==> src/hdl/assert_macros.svh <==
// ---------------------------------------------------------------------------
// Assertion macros shared by the matrix multiply engine modules.
// Each macro expects signals named clk and rst_n in the using scope.
// ---------------------------------------------------------------------------
`ifndef ASSERT_MACROS_SVH
`define ASSERT_MACROS_SVH

// Same-cycle implication, disabled during reset.
`define MME_IMPLIES(lbl, ante, cons, msg) \
    lbl: assert property (@(posedge clk) disable iff (!rst_n) (ante) |-> (cons)) \
        else $error(msg);

// Next-cycle implication, disabled during reset.
`define MME_NEXT(lbl, ante, cons, msg) \
    lbl: assert property (@(posedge clk) disable iff (!rst_n) (ante) |=> (cons)) \
        else $error(msg);

`endif

==> src/hdl/mme_pkg.sv <==
// ---------------------------------------------------------------------------
// mme_pkg
// Types and constants shared by the matrix multiply engine modules.
// ---------------------------------------------------------------------------
package mme_pkg;

    // Field widths fixed by the item format.
    localparam int IDX_W  = 3;
    localparam int DIM_W  = 4;
    localparam int VAL_W  = 16;
    localparam int PROD_W = 32;
    localparam int ACC_W  = 35;
    localparam int APB_AW = 4;
    localparam int APB_DW = 32;

    // Request codes.
    localparam logic [1:0] REQ_WRITE_A = 2'd0;
    localparam logic [1:0] REQ_WRITE_B = 2'd1;
    localparam logic [1:0] REQ_COMPUTE = 2'd2;

    // Configuration register indexes.
    localparam logic [1:0] REG_ROWS_OF_A  = 2'd0;
    localparam logic [1:0] REG_INNER_SIZE = 2'd1;
    localparam logic [1:0] REG_COLS_OF_B  = 2'd2;

    // Clamped matrix dimensions.
    typedef struct packed {
        logic [DIM_W-1:0] nr;
        logic [DIM_W-1:0] nk;
        logic [DIM_W-1:0] nc;
    } dims_t;

    // Commands from the controller to the datapath.
    typedef struct packed {
        logic             wr_a;
        logic             wr_b;
        logic             rd_en;
        logic [IDX_W-1:0] row;
        logic [IDX_W-1:0] col;
        logic [IDX_W-1:0] k;
        logic             acc_clr;
        logic             out_load;
        logic             out_last;
    } ctrl_cmd_t;

    // Status from the datapath to the controller.
    typedef struct packed {
        logic pipe_busy;
        logic out_free;
    } dp_status_t;

endpackage

==> src/hdl/mme_req_if.sv <==
// ---------------------------------------------------------------------------
// mme_req_if
// Request channel: element writes and compute commands.
// ---------------------------------------------------------------------------
interface mme_req_if;

    logic               valid;
    logic               ready;
    logic [1:0]         req_type;
    logic [2:0]         row_index;
    logic [2:0]         col_index;
    logic signed [15:0] element_value;

    modport source (
        output valid,
        output req_type,
        output row_index,
        output col_index,
        output element_value,
        input  ready
    );

    modport sink (
        input  valid,
        input  req_type,
        input  row_index,
        input  col_index,
        input  element_value,
        output ready
    );

endinterface

==> src/hdl/mme_res_if.sv <==
// ---------------------------------------------------------------------------
// mme_res_if
// Result channel: one transaction per element of the product matrix.
// ---------------------------------------------------------------------------
interface mme_res_if;

    logic               valid;
    logic               ready;
    logic signed [34:0] product_value;
    logic [2:0]         out_row;
    logic [2:0]         out_col;
    logic               last_element;

    modport source (
        output valid,
        output product_value,
        output out_row,
        output out_col,
        output last_element,
        input  ready
    );

    modport sink (
        input  valid,
        input  product_value,
        input  out_row,
        input  out_col,
        input  last_element,
        output ready
    );

endinterface

==> src/hdl/matrix_multiply_engine_unit.sv <==
// ---------------------------------------------------------------------------
// matrix_multiply_engine_unit
// Dense matrix product R = A x B, Q8.8 elements and Q19.16 results.
// ---------------------------------------------------------------------------
// Usage:
// Requests arrive on req_chan. A write of A or B may be followed by another
// request in the next cycle; writes outside the configured dimensions are
// dropped. A compute request stalls req_chan (ready low) until every element
// of R has been handed to the output register.
// Results leave on res_chan in row-major order, last_element set on the final
// one. Each element runs the inner loop on one shared MAC fed by the single
// read port of each element memory, then drains the MAC's multiply and
// accumulate stages and loads the sum into the output register.
// The output register holds a result while the receiver stalls; the MAC
// waits for it with the next sum ready and resumes when it is taken.
// Reset sets all dimensions to 8 and empties the MAC and output register; the
// element memories are not cleared and must be written before use.
// Dimension registers lie at byte addresses 0, 4 and 8 of the APB port; the
// user must write them only while idle; the block itself does not enforce it.
// ---------------------------------------------------------------------------
module matrix_multiply_engine_unit #(
    parameter int MAX_DIM = 8
) (
    input  logic                        clk,
    input  logic                        rst_n,
    mme_req_if.sink                     req_chan,
    mme_res_if.source                   res_chan,
    input  logic                        psel,
    input  logic                        penable,
    input  logic                        pwrite,
    input  logic [mme_pkg::APB_AW-1:0]  paddr,
    input  logic [mme_pkg::APB_DW-1:0]  pwdata,
    output logic [mme_pkg::APB_DW-1:0]  prdata,
    output logic                        pready
);
    import mme_pkg::*;

    localparam logic [DIM_W-1:0] DIM_MAX   = DIM_W'(MAX_DIM);
    localparam logic [DIM_W-1:0] DIM_RESET = DIM_W'(8);

    logic [DIM_W-1:0] rows_reg;
    logic [DIM_W-1:0] inner_reg;
    logic [DIM_W-1:0] cols_reg;
    logic             cfg_write;
    dims_t            dims;
    ctrl_cmd_t        cmd;
    dp_status_t       status;

    // Zero is used as one and values above MAX_DIM as MAX_DIM.
    function automatic logic [DIM_W-1:0] clamp_dim(input logic [DIM_W-1:0] v);
        logic [DIM_W-1:0] r;
        r = v;
        if (v == '0)
        begin
            r = DIM_W'(1);
        end
        else if (v > DIM_MAX)
        begin
            r = DIM_MAX;
        end
        return r;
    endfunction

    // APB register file.
    assign pready    = 1'b1;
    assign cfg_write = psel && penable && pwrite && pready;

    always_ff @(posedge clk or negedge rst_n)
    begin
        if (!rst_n)
        begin
            rows_reg  <= DIM_RESET;
            inner_reg <= DIM_RESET;
            cols_reg  <= DIM_RESET;
        end
        else if (cfg_write)
        begin
            case (paddr[3:2])
                REG_ROWS_OF_A:  rows_reg  <= pwdata[DIM_W-1:0];
                REG_INNER_SIZE: inner_reg <= pwdata[DIM_W-1:0];
                REG_COLS_OF_B:  cols_reg  <= pwdata[DIM_W-1:0];
                default: ;
            endcase
        end
    end

    always_comb
    begin
        case (paddr[3:2])
            REG_ROWS_OF_A:  prdata = {{(APB_DW-DIM_W){1'b0}}, rows_reg};
            REG_INNER_SIZE: prdata = {{(APB_DW-DIM_W){1'b0}}, inner_reg};
            REG_COLS_OF_B:  prdata = {{(APB_DW-DIM_W){1'b0}}, cols_reg};
            default:        prdata = '0;
        endcase
    end

    // Dimensions in effect.
    assign dims.nr = clamp_dim(rows_reg);
    assign dims.nk = clamp_dim(inner_reg);
    assign dims.nc = clamp_dim(cols_reg);

    // Controller and datapath.
    mme_ctrl u_ctrl (
        .clk    (clk),
        .rst_n  (rst_n),
        .req    (req_chan),
        .dims   (dims),
        .status (status),
        .cmd    (cmd)
    );

    mme_datapath #(
        .MAX_DIM (MAX_DIM)
    ) u_datapath (
        .clk     (clk),
        .rst_n   (rst_n),
        .cmd     (cmd),
        .wr_data (req_chan.element_value),
        .status  (status),
        .res     (res_chan)
    );

endmodule

==> src/hdl/mme_ctrl.sv <==
// ---------------------------------------------------------------------------
// mme_ctrl
// Controller: accepts requests, walks the row, column and inner indexes and
// sequences the datapath's memories, MAC and output register.
// ---------------------------------------------------------------------------
`include "assert_macros.svh"

module mme_ctrl (
    input  logic                clk,
    input  logic                rst_n,
    mme_req_if.sink             req,
    input  mme_pkg::dims_t      dims,
    input  mme_pkg::dp_status_t status,
    output mme_pkg::ctrl_cmd_t  cmd
);
    import mme_pkg::*;

    typedef enum logic [2:0] {
        S_IDLE  = 3'b001,
        S_ISSUE = 3'b010,
        S_DRAIN = 3'b100
    } state_t;

    state_t           state_reg, state_next;
    logic [IDX_W-1:0] y_reg, y_next;
    logic [IDX_W-1:0] x_reg, x_next;
    logic [IDX_W-1:0] k_reg, k_next;

    logic req_fire;
    logic in_range_a;
    logic in_range_b;
    logic k_last;
    logic x_last;
    logic y_last;

    assign req.ready = (state_reg == S_IDLE);
    assign req_fire  = req.valid && req.ready;

    // Range checks against the configured dimensions.
    assign in_range_a = (DIM_W'(req.row_index) < dims.nr) &&
                        (DIM_W'(req.col_index) < dims.nk);
    assign in_range_b = (DIM_W'(req.row_index) < dims.nk) &&
                        (DIM_W'(req.col_index) < dims.nc);

    assign k_last = (DIM_W'(k_reg) + DIM_W'(1)) == dims.nk;
    assign x_last = (DIM_W'(x_reg) + DIM_W'(1)) == dims.nc;
    assign y_last = (DIM_W'(y_reg) + DIM_W'(1)) == dims.nr;

    // Next-state and command logic.
    always_comb
    begin
        state_next   = state_reg;
        y_next       = y_reg;
        x_next       = x_reg;
        k_next       = k_reg;
        cmd          = '0;
        cmd.row      = y_reg;
        cmd.col      = x_reg;
        cmd.k        = k_reg;
        cmd.out_last = x_last && y_last;

        case (state_reg)
            S_IDLE:
            begin
                cmd.row = req.row_index;
                cmd.col = req.col_index;
                if (req_fire)
                begin
                    case (req.req_type)
                        REQ_WRITE_A: cmd.wr_a = in_range_a;
                        REQ_WRITE_B: cmd.wr_b = in_range_b;
                        REQ_COMPUTE:
                        begin
                            y_next      = '0;
                            x_next      = '0;
                            k_next      = '0;
                            cmd.acc_clr = 1'b1;
                            state_next  = S_ISSUE;
                        end
                        default: ;
                    endcase
                end
            end

            S_ISSUE:
            begin
                cmd.rd_en = 1'b1;
                if (k_last)
                begin
                    k_next     = '0;
                    state_next = S_DRAIN;
                end
                else
                begin
                    k_next = k_reg + IDX_W'(1);
                end
            end

            S_DRAIN:
            begin
                // Hand the sum over once the MAC is empty and the output has room.
                if (!status.pipe_busy && status.out_free)
                begin
                    cmd.out_load = 1'b1;
                    cmd.acc_clr  = 1'b1;
                    if (x_last && y_last)
                    begin
                        state_next = S_IDLE;
                    end
                    else
                    begin
                        state_next = S_ISSUE;
                        if (x_last)
                        begin
                            x_next = '0;
                            y_next = y_reg + IDX_W'(1);
                        end
                        else
                        begin
                            x_next = x_reg + IDX_W'(1);
                        end
                    end
                end
            end

            default:
            begin
                state_next = S_IDLE;
            end
        endcase
    end

    // State and index registers.
    always_ff @(posedge clk or negedge rst_n)
    begin
        if (!rst_n)
        begin
            state_reg <= S_IDLE;
            y_reg     <= '0;
            x_reg     <= '0;
            k_reg     <= '0;
        end
        else
        begin
            state_reg <= state_next;
            y_reg     <= y_next;
            x_reg     <= x_next;
            k_reg     <= k_next;
        end
    end

    // Checks on the sequencing.
    `MME_IMPLIES(a_load_when_ready, cmd.out_load, status.out_free && !status.pipe_busy, "output loaded while MAC busy or output full")
    `MME_NEXT(a_compute_starts, req_fire && req.req_type == REQ_COMPUTE, state_reg == S_ISSUE && k_reg == '0 && y_reg == '0 && x_reg == '0, "compute did not start at the first element")
    `MME_NEXT(a_last_ends, cmd.out_load && cmd.out_last, state_reg == S_IDLE, "controller did not return to idle after the last element")

endmodule

==> src/hdl/mme_datapath.sv <==
// ---------------------------------------------------------------------------
// mme_datapath
// Datapath: element memories for A and B, one shared multiply-accumulate
// unit and the output register of the result channel.
// ---------------------------------------------------------------------------
`include "assert_macros.svh"

module mme_datapath #(
    parameter int MAX_DIM = 8
) (
    input  logic                       clk,
    input  logic                       rst_n,
    input  mme_pkg::ctrl_cmd_t         cmd,
    input  logic signed [15:0]         wr_data,
    output mme_pkg::dp_status_t        status,
    mme_res_if.source                  res
);
    import mme_pkg::*;

    localparam int DEPTH  = MAX_DIM * MAX_DIM;
    localparam int ADDR_W = $clog2(DEPTH);
    localparam logic [ADDR_W-1:0] DIM_A = ADDR_W'(MAX_DIM);

    logic signed [VAL_W-1:0]  mem_a_reg [DEPTH];
    logic signed [VAL_W-1:0]  mem_b_reg [DEPTH];
    logic signed [VAL_W-1:0]  a_rd_reg;
    logic signed [VAL_W-1:0]  b_rd_reg;
    logic signed [PROD_W-1:0] prod_reg;
    logic signed [ACC_W-1:0]  acc_reg;
    logic                     v1_reg;
    logic                     v2_reg;

    logic                     out_valid_reg;
    logic signed [ACC_W-1:0]  out_value_reg;
    logic [IDX_W-1:0]         out_row_reg;
    logic [IDX_W-1:0]         out_col_reg;
    logic                     out_last_reg;

    logic [ADDR_W-1:0]        wr_addr;
    logic [ADDR_W-1:0]        rd_addr_a;
    logic [ADDR_W-1:0]        rd_addr_b;

    // Row-major addressing: row * MAX_DIM + column.
    assign wr_addr   = ADDR_W'(cmd.row) * DIM_A + ADDR_W'(cmd.col);
    assign rd_addr_a = ADDR_W'(cmd.row) * DIM_A + ADDR_W'(cmd.k);
    assign rd_addr_b = ADDR_W'(cmd.k) * DIM_A + ADDR_W'(cmd.col);

    // Element memories with registered read data.
    always_ff @(posedge clk)
    begin
        if (cmd.wr_a)
        begin
            mem_a_reg[wr_addr] <= wr_data;
        end
        if (cmd.rd_en)
        begin
            a_rd_reg <= mem_a_reg[rd_addr_a];
        end
    end

    always_ff @(posedge clk)
    begin
        if (cmd.wr_b)
        begin
            mem_b_reg[wr_addr] <= wr_data;
        end
        if (cmd.rd_en)
        begin
            b_rd_reg <= mem_b_reg[rd_addr_b];
        end
    end

    // Multiply stage and accumulate stage.
    always_ff @(posedge clk)
    begin
        if (v1_reg)
        begin
            prod_reg <= a_rd_reg * b_rd_reg;
        end
        if (cmd.acc_clr)
        begin
            acc_reg <= '0;
        end
        else if (v2_reg)
        begin
            acc_reg <= acc_reg + {{(ACC_W-PROD_W){prod_reg[PROD_W-1]}}, prod_reg};
        end
    end

    // Pipeline occupancy flags.
    always_ff @(posedge clk or negedge rst_n)
    begin
        if (!rst_n)
        begin
            v1_reg <= 1'b0;
            v2_reg <= 1'b0;
        end
        else
        begin
            v1_reg <= cmd.rd_en;
            v2_reg <= v1_reg;
        end
    end

    assign status.pipe_busy = v1_reg || v2_reg;
    assign status.out_free  = !out_valid_reg || res.ready;

    // Output register: holds one result until the receiver takes it.
    always_ff @(posedge clk or negedge rst_n)
    begin
        if (!rst_n)
        begin
            out_valid_reg <= 1'b0;
        end
        else if (cmd.out_load)
        begin
            out_valid_reg <= 1'b1;
        end
        else if (res.ready)
        begin
            out_valid_reg <= 1'b0;
        end
    end

    always_ff @(posedge clk)
    begin
        if (cmd.out_load)
        begin
            out_value_reg <= acc_reg;
            out_row_reg   <= cmd.row;
            out_col_reg   <= cmd.col;
            out_last_reg  <= cmd.out_last;
        end
    end

    assign res.valid         = out_valid_reg;
    assign res.product_value = out_value_reg;
    assign res.out_row       = out_row_reg;
    assign res.out_col       = out_col_reg;
    assign res.last_element  = out_last_reg;

    // Checks on the MAC pipeline and output register.
    `MME_NEXT(a_load_shows, cmd.out_load, out_valid_reg, "loaded result not presented")
    `MME_NEXT(a_acc_cleared, cmd.acc_clr, acc_reg == '0, "accumulator not cleared")
    `MME_IMPLIES(a_pipe_order, v2_reg, $past(v1_reg), "accumulate stage without a multiply")

endmodule

==> src/flat_wrapper.sv <==
// flat-port wrapper written by rule: the top's interface ports become plain ports
module matrix_multiply_engine_unit_flat import mme_pkg::*;
#(
    parameter int MAX_DIM = 8
)
  (clk, rst_n, psel, penable, pwrite, paddr, pwdata, prdata, pready, req_chan_valid, req_chan_req_type, req_chan_row_index, req_chan_col_index, req_chan_element_value, req_chan_ready, res_chan_valid, res_chan_product_value, res_chan_out_row, res_chan_out_col, res_chan_last_element, res_chan_ready);
  mme_req_if req_chan_i ();
  mme_res_if res_chan_i ();
  input  logic clk;
  input  logic rst_n;
  input  logic psel;
  input  logic penable;
  input  logic pwrite;
  input  logic [mme_pkg::APB_AW-1:0] paddr;
  input  logic [mme_pkg::APB_DW-1:0] pwdata;
  output logic [mme_pkg::APB_DW-1:0] prdata;
  output logic pready;
  input wire logic [$bits(req_chan_i.valid)-1:0] req_chan_valid;
  input wire logic [$bits(req_chan_i.req_type)-1:0] req_chan_req_type;
  input wire logic [$bits(req_chan_i.row_index)-1:0] req_chan_row_index;
  input wire logic [$bits(req_chan_i.col_index)-1:0] req_chan_col_index;
  input wire logic [$bits(req_chan_i.element_value)-1:0] req_chan_element_value;
  output wire logic [$bits(req_chan_i.ready)-1:0] req_chan_ready;
  output wire logic [$bits(res_chan_i.valid)-1:0] res_chan_valid;
  output wire logic [$bits(res_chan_i.product_value)-1:0] res_chan_product_value;
  output wire logic [$bits(res_chan_i.out_row)-1:0] res_chan_out_row;
  output wire logic [$bits(res_chan_i.out_col)-1:0] res_chan_out_col;
  output wire logic [$bits(res_chan_i.last_element)-1:0] res_chan_last_element;
  input wire logic [$bits(res_chan_i.ready)-1:0] res_chan_ready;
  assign req_chan_i.valid = req_chan_valid;
  assign req_chan_i.req_type = req_chan_req_type;
  assign req_chan_i.row_index = req_chan_row_index;
  assign req_chan_i.col_index = req_chan_col_index;
  assign req_chan_i.element_value = req_chan_element_value;
  assign req_chan_ready = req_chan_i.ready;
  assign res_chan_valid = res_chan_i.valid;
  assign res_chan_product_value = res_chan_i.product_value;
  assign res_chan_out_row = res_chan_i.out_row;
  assign res_chan_out_col = res_chan_i.out_col;
  assign res_chan_last_element = res_chan_i.last_element;
  assign res_chan_i.ready = res_chan_ready;
  matrix_multiply_engine_unit #(.MAX_DIM(MAX_DIM)) u_core (.clk(clk), .rst_n(rst_n), .req_chan(req_chan_i), .res_chan(res_chan_i), .psel(psel), .penable(penable), .pwrite(pwrite), .paddr(paddr), .pwdata(pwdata), .prdata(prdata), .pready(pready));
endmodule
==> config.mk <==
export PLATFORM = sky130hd
export DESIGN_NAME = matrix_multiply_engine_unit_flat
export DESIGN_NICKNAME = d
export VERILOG_FILES = /design/src/hdl/mme_pkg.sv /design/src/hdl/mme_req_if.sv /design/src/hdl/mme_res_if.sv /design/src/hdl/matrix_multiply_engine_unit.sv /design/src/hdl/mme_ctrl.sv /design/src/hdl/mme_datapath.sv /design/src/flat_wrapper.sv
export VERILOG_INCLUDE_DIRS = /design/src /design/src/hdl
export SDC_FILE = /design/constraint.sdc
export NUM_CORES = 2
export LEC_CHECK = 0
export BUFFER_PORTS_ARGS = -buffer_cell sky130_fd_sc_hd__buf_2
export CAP_MARGIN = 20
export CORE_MARGIN = 4
export CORE_UTILIZATION = 57
export CTS_CLUSTER_DIAMETER = 200
export DETAILED_ROUTE_END_ITERATION = 10
export HOLD_SLACK_MARGIN = 0.05
export PLACE_DENSITY = 0.76
export SLEW_MARGIN = 20
export SYNTH_ARGS = -nofsm -noshare
export SYNTH_HDL_FRONTEND = slang
export SYNTH_SLANG_ARGS = --single-unit
==> constraint.sdc <==
create_clock -name clk -period 5.93 [get_ports clk]
set_input_delay 0.593 -clock clk [delete_from_list [all_inputs] [get_ports clk]]
set_output_delay 0.593 -clock clk [all_outputs]
set_load 0.02 [all_outputs]
## Yosys cells after proc, flatten, opt, wreduce, memory -nomap -nowiden

Memory sizes are Yosys's and may differ from the RTL's. A register that Yosys moved wholly into a read port is not among the register bits.
Index checks and enable logic that the tools add are counted.

- Register bits: 136
- RAM bits: 2048
- Bits of input ports: 67
- Output and inout port bits: 77
- Logic and storage cells: 120
- Memories kept: 2

- $add $sub $neg: 10
- Multipliers: 1
- Order comparisons: 7
- Equality and inequality tests: 16
- Muxes and demuxes: 42
- Reduce and logical (&&, ||, !) cells: 26

Memory list:

| name | depth | bits a word | read ports | clocked after memory_dff | write ports | line | source |
|---|---|---|---|---|---|---|---|
| u_core.u_datapath.mem_a_reg | 64 | 16 | 1 | 1 | 1 | mme_datapath.sv:24 | `logic signed [VAL_W-1:0] mem_a_reg [DEPTH];` |
| u_core.u_datapath.mem_b_reg | 64 | 16 | 1 | 1 | 1 | mme_datapath.sv:25 | `logic signed [VAL_W-1:0] mem_b_reg [DEPTH];` |

Operator list:

| operator | number |
|---|---|
| $mux W3 | 13 |
| $add A35 B35 Y35 | 1 |
| $mul A16 B16 Y32 | 1 |
| $mux W4 | 6 |
| $add A6 B3 Y6 | 3 |
| $pmux W3 S2 | 3 |
| $lt A3 B4 Y1 | 4 |
| $add A3 B1 Y4 const B | 3 |
| $eq A4 B4 Y1 | 3 |
| $gt A4 B4 Y1 const B | 3 |
| $logic_not A4 Y1 | 3 |
| $mux W1 | 12 |
| $pmux W4 S3 | 1 |
| $add A3 B1 Y3 const B | 3 |
| $pmux W3 S3 | 1 |
| $mux W2 | 4 |
| $ne A2 B2 Y1 const B | 4 |
| $logic_and A1 B1 Y1 | 7 |
| $mux W6 | 1 |
| $reduce_and A2 Y1 | 3 |
| $reduce_and A6 Y1 | 1 |
| $reduce_bool A2 Y1 | 3 |
| $reduce_and A5 Y1 | 1 |
| $eq A2 B1 Y1 const B | 2 |
| other kinds (11) | 16 |

## Depth between registers and ports, before layout

- Depth after elaboration: 10
- Mapped depth: 25
- Gate-level depth less buffers: 24

## Cells and area by module

From an unflattened synthesis, not the netlist that was laid out.

- Cells, all modules: 5625
- Area, all modules: 95791.9 um^2

By module, submodules not included:

| module | instances | cells an instance | area each (um^2) | sequential area each (um^2) |
|---|---|---|---|---|
| mme_datapath | 1 | 5402 | 93651.1 | 65457.8 |
| mme_ctrl | 1 | 132 | 1267.5 | 301.5 |
| matrix_multiply_engine_unit | 1 | 91 | 873.3 | 304.0 |

## Worst setup path before layout

OpenSTA, ideal clock, no wires.

- Kind: register -> register
- Start: reg u_core.u_datapath.a_rd_reg[15], read port of u_core.u_datapath.mem_a_reg
- End: reg u_core.u_datapath.prod_reg[31], data pin
- Setup time: 260 ps
- Data arrival time: 5894 ps
- Data required time: 5670 ps
- Path slack: -224 ps
- Cell stages (with the launch flop): 24
- Buffers on the path: 2
- Period minus slack after synthesis: 6154 ps
- Cells stage by stage: edfxtp_1 > clkbuf_1 > nand2_1 > inv_1 > fa_1 > fa_1 > fa_1 > fa_1 > fa_1 > inv_1 > fa_1 > inv_1 > ha_1 > clkbuf_1 > nand3_1 > or2_2 > nor2_1 > and3_1 > a32oi_1 > a21oi_1 > nand4_1 > nand4b_1 > a21oi_1 > xnor2_1

- Word-level cells in the longest chain between the ends: 1

Ends and longest elaborated chain:

| element | line | source |
|---|---|---|
| start, declared | mme_datapath.sv:26 | `logic signed [VAL_W-1:0] a_rd_reg;` |
| $mul A16 B16 Y32 | mme_datapath.sv:78 | `prod_reg <= a_rd_reg * b_rd_reg;` |
| end signal, assigned | mme_datapath.sv:78 |  |
| end, declared | mme_datapath.sv:28 | `logic signed [PROD_W-1:0] prod_reg;` |

Every way passes these cells.
A chain may end at the register's enable or synchronous reset.

## Worst setup path in the final report

- Start: reg u_core.u_datapath.b_rd_reg[7], read port of u_core.u_datapath.mem_b_reg
- End: reg u_core.u_datapath.prod_reg[28], data pin

- Word-level cells in the longest chain between the ends: 1

Ends and longest elaborated chain:

| element | line | source |
|---|---|---|
| start, declared | mme_datapath.sv:27 | `logic signed [VAL_W-1:0] b_rd_reg;` |
| $mul A16 B16 Y32 | mme_datapath.sv:78 |  |

Every way passes these cells.

==> run summary <==
Clock Skew = 36.14 ps
Post-Synth Simple-Gate Area = 5.675%
final net count = 6768
FMAX = 165.0 MHz
IO buf count = 84
CP peak stage delay = 590 ps
WL met2 = 123300 um
Rows = 150
register area share after synthesis = 68.95%
Critical Path AT = 6650 ps
critical path type = flop to flop
die width = 418.0 um
cell mode on critical path = fa_1
DRT iter0 DRCs = 8259
clock transition at the registers of the reported paths = 70 ps
top post-synthesis cells by area = edfxtp_1 (68%), mux4_2 (7.6%), fa_1 (5.5%), nand2_1 (2.5%), a21oi_1 (2.0%)
TritonCTS clock tree = yes
Slew Limit Fails = 0
ys flop type = edfxtp_1
#FFs+latches synth = 2216
mux cell area share after synthesis = 8.402%
Compound-Gate Fraction of Synth Area = 6.406%
initial antenna violation count = 14
Avg Cell Area, Syn = 16.23 um2
Routed met3 length = 32400 um
Hold Worst Slack = 156.3 ps
total number of yosys warnings = 0
Crit path max-delay family = adder cells
largest family of logic cells by synthesized area = multiplexers
synth cell count leaders = edfxtp_1 (2154), nand2_1 (650), a21oi_1 (377), mux4_2 (322), inv_1 (288)
H-tree depth = 4
Avg Vias per Cell = 6.499
Area growth, synth to finish = 13.05%
Worst Setup End Kind = flop
crit path buf inv count = 5
DRC violations left = 1
GRT overflow = 0
Antenna Nets Post-Route = 0
Die H = 418.0 um
Final Cycle Share = 102.2%
Period minus WS final = 6059 ps
CP Cell Sequence = buf_6 -> nand2_1 -> fa_1 -> inv_1 -> fa_1 -> fa_1 -> fa_1 -> fa_1 -> inv_1 -> fa_1 -> inv_1 -> ha_1 -> a21o_1 -> a21o_1 -> a21oi_2 -> o21ai_2 -> nor4b_2 -> nor3_2 -> buf_4 -> a211o_1 -> a21oi_2 -> xnor2_1
Worst Hold Class = input pin to flop
hpwl dp = 148600 um
Post-Route M1 WL = 87300 um
GPL Wtd Cong = 0.9045
XOR/XNOR Fraction of Synth Area = 0.6764%
CP required = 6520 ps
CTS Buffer Depth = 3
# Max-Cap Violations = 0
total routed wirelength = 256400 um
violated checks = DRC, setup timing
Setup violations, final = 7
status = finished, violations left
worst rel slew slack = 21.20%
pin count of the biggest net entering global routing = 101
Top Layer Used = met5
total track usage = 29.58%
Root Buffer = clkbuf_16
adder-cell share of the synthesized area = 7.153%
Top Ports = 144
critical-path maximum fanout = 7
pre-CTS setup slack = -406.2 ps
async set-or-reset flop fraction in the synthesized netlist = 1.218%
Clock Latency Late Sink = 860 ps
final worst-path setup slack = -128.9 ps
routed via count = 56530
critical path's slowest cell = edfxtp_1
cell taking the most area after synthesis = edfxtp_1
worst slew pin tran = 1152 ps
Post-synth EDFFs = 2154
Worst setup SP type = flop
Critical Path Source = u_core.u_datapath.b_rd_reg[7]$_DFFE_PP_
Mapped Area = 95820 um2
first drt pass iteration count = 9
WL/cell = 29.48 um
RR Startpoint = u_core.u_datapath.b_rd_reg[7]$_DFFE_PP_
Initial Utilization = 57.36%
Yosys cell types = 77
top cell type's share of synthesized area = 67.51%
hold path start = req_chan_element_value[0]
first-pass GRT wire length = 378600 um
vias in the first global route = 57550
count leader, synth = edfxtp_1
# fillers = 11000
Gate Count Post-Synth = 5903
CORE AREA = 167000 um2
CTS Buf Count = 207
share of cells above drive strength 1 = 19.23%
CTS Sinks = 2216
RSZ-0062 raised after global routing = true
final hold vios = 0
die footprint = 174700 um2
final timing paths:
path | end | slack, ps | cells after the start
min in group asynchronous | u_core.u_ctrl.k_reg[2]$_DFFE_PN0P_ | 330 | 2
min | u_core.u_datapath.mem_a_reg[45][0]$_DFFE_PP_ | 160 | 1
min reg2reg | u_core.u_datapath.res.product_value[12]$_DFFE_PP_ | 460 | 0
max in group asynchronous | u_core.u_ctrl.k_reg[1]$_DFFE_PN0P_ | 5080 | 2
max | u_core.u_datapath.prod_reg[28]$_DFFE_PP_ | -130 | 22
max reg2reg | u_core.u_datapath.prod_reg[28]$_DFFE_PP_ | -130 | 22
layout by cell type (no fill, tap or decap), drive strengths merged, types with 15 or more instances in the layout:
master,n
a211oi,38
a21o,34
a21oi,377
a221oi,51
a22o,51
a22oi,98
a311oi,15
a31oi,23
and2,127
buf,501
bufinv,19
clkbuf,249
clkinv,101
conb,29
dfrtp,23
dfxtp,35
edfxtp,2154
fa,263
ha,127
inv,298
mux2,15
mux2i,60
mux4,322
nand2,650
nand2b,26
nand3,94
nand4,23
nor2,266
nor3,32
o2111ai,42
o211ai,25
o21ai,101
xnor2,48
xor2,26
metal layers:
| metal | up-vias | track usage, % |
|---|---|---|
| met3 | 743 | 7.693 |
| met2 | 4084 | 47.20 |
| met1 | 28460 | 38.42 |
| met4 | 8 | 13.94 |
| met5 | - | 0 |
| li1 | 23240 | - |
cell type report:
class | count | area [um2] | area share [%]
well taps | 2204 | 2758 | 2.546
multi-input cells | 3087 | 27730 | 25.60
clock inverters | 133 | 1227 | 1.133
repair buffers | 506 | 3954 | 3.650
clock buffers | 249 | 5433 | 5.015
flip-flops and latches | 2216 | 66080 | 61.00
inverters | 293 | 1114 | 1.028
diodes | 11 | 27.53 | 0.02541
cells by family after synthesis:
group,Yosys count
flops,2216
simple gates,1253
compound gates,944
buf+inv,627
mux,397
fa+ha+maj,390
xor+xnor,74
other cells,2
metrics by stage:
step                util (%)  TNS, ps  cells  cell area (um2)
global placement       60.44    -2857   8268           100900
global route           64.84    -2602   8690           108300
finish                 64.85   -529.9   8699           108300
floorplan                  -   -4.504   5930            95980
detailed placement     60.44    -3033   8268           100900
CTS                    64.75   -343.6   8684           108200
timing repair:
item,4_1_cts,5_1_grt
endpoints found under the hold margin,35,0
pin swaps,57,30
resized for setup,61,27
buffers inserted,29,4
hold buffers,5,0
endpoints found under the setup margin,13,14
worst register-to-register path, cell delays in order (launching register included):
cell and delay (ps):
edfxtp_1 590, buf_6 180, nand2_1 70, fa_1 530, inv_1 50, fa_1 480
fa_1 590, fa_1 440, fa_1 490, inv_1 50, fa_1 470, inv_1 40
ha_1 190, a21o_1 180, a21o_1 180, a21oi_2 160, o21ai_2 100, nor4b_2 270
nor3_2 80, buf_4 160, a211o_1 270, a21oi_2 150, xnor2_1 70
Power is left out: the tool's default activity adds up to more than one toggle a clock period on the data nets, which glitch-free logic cannot reach.
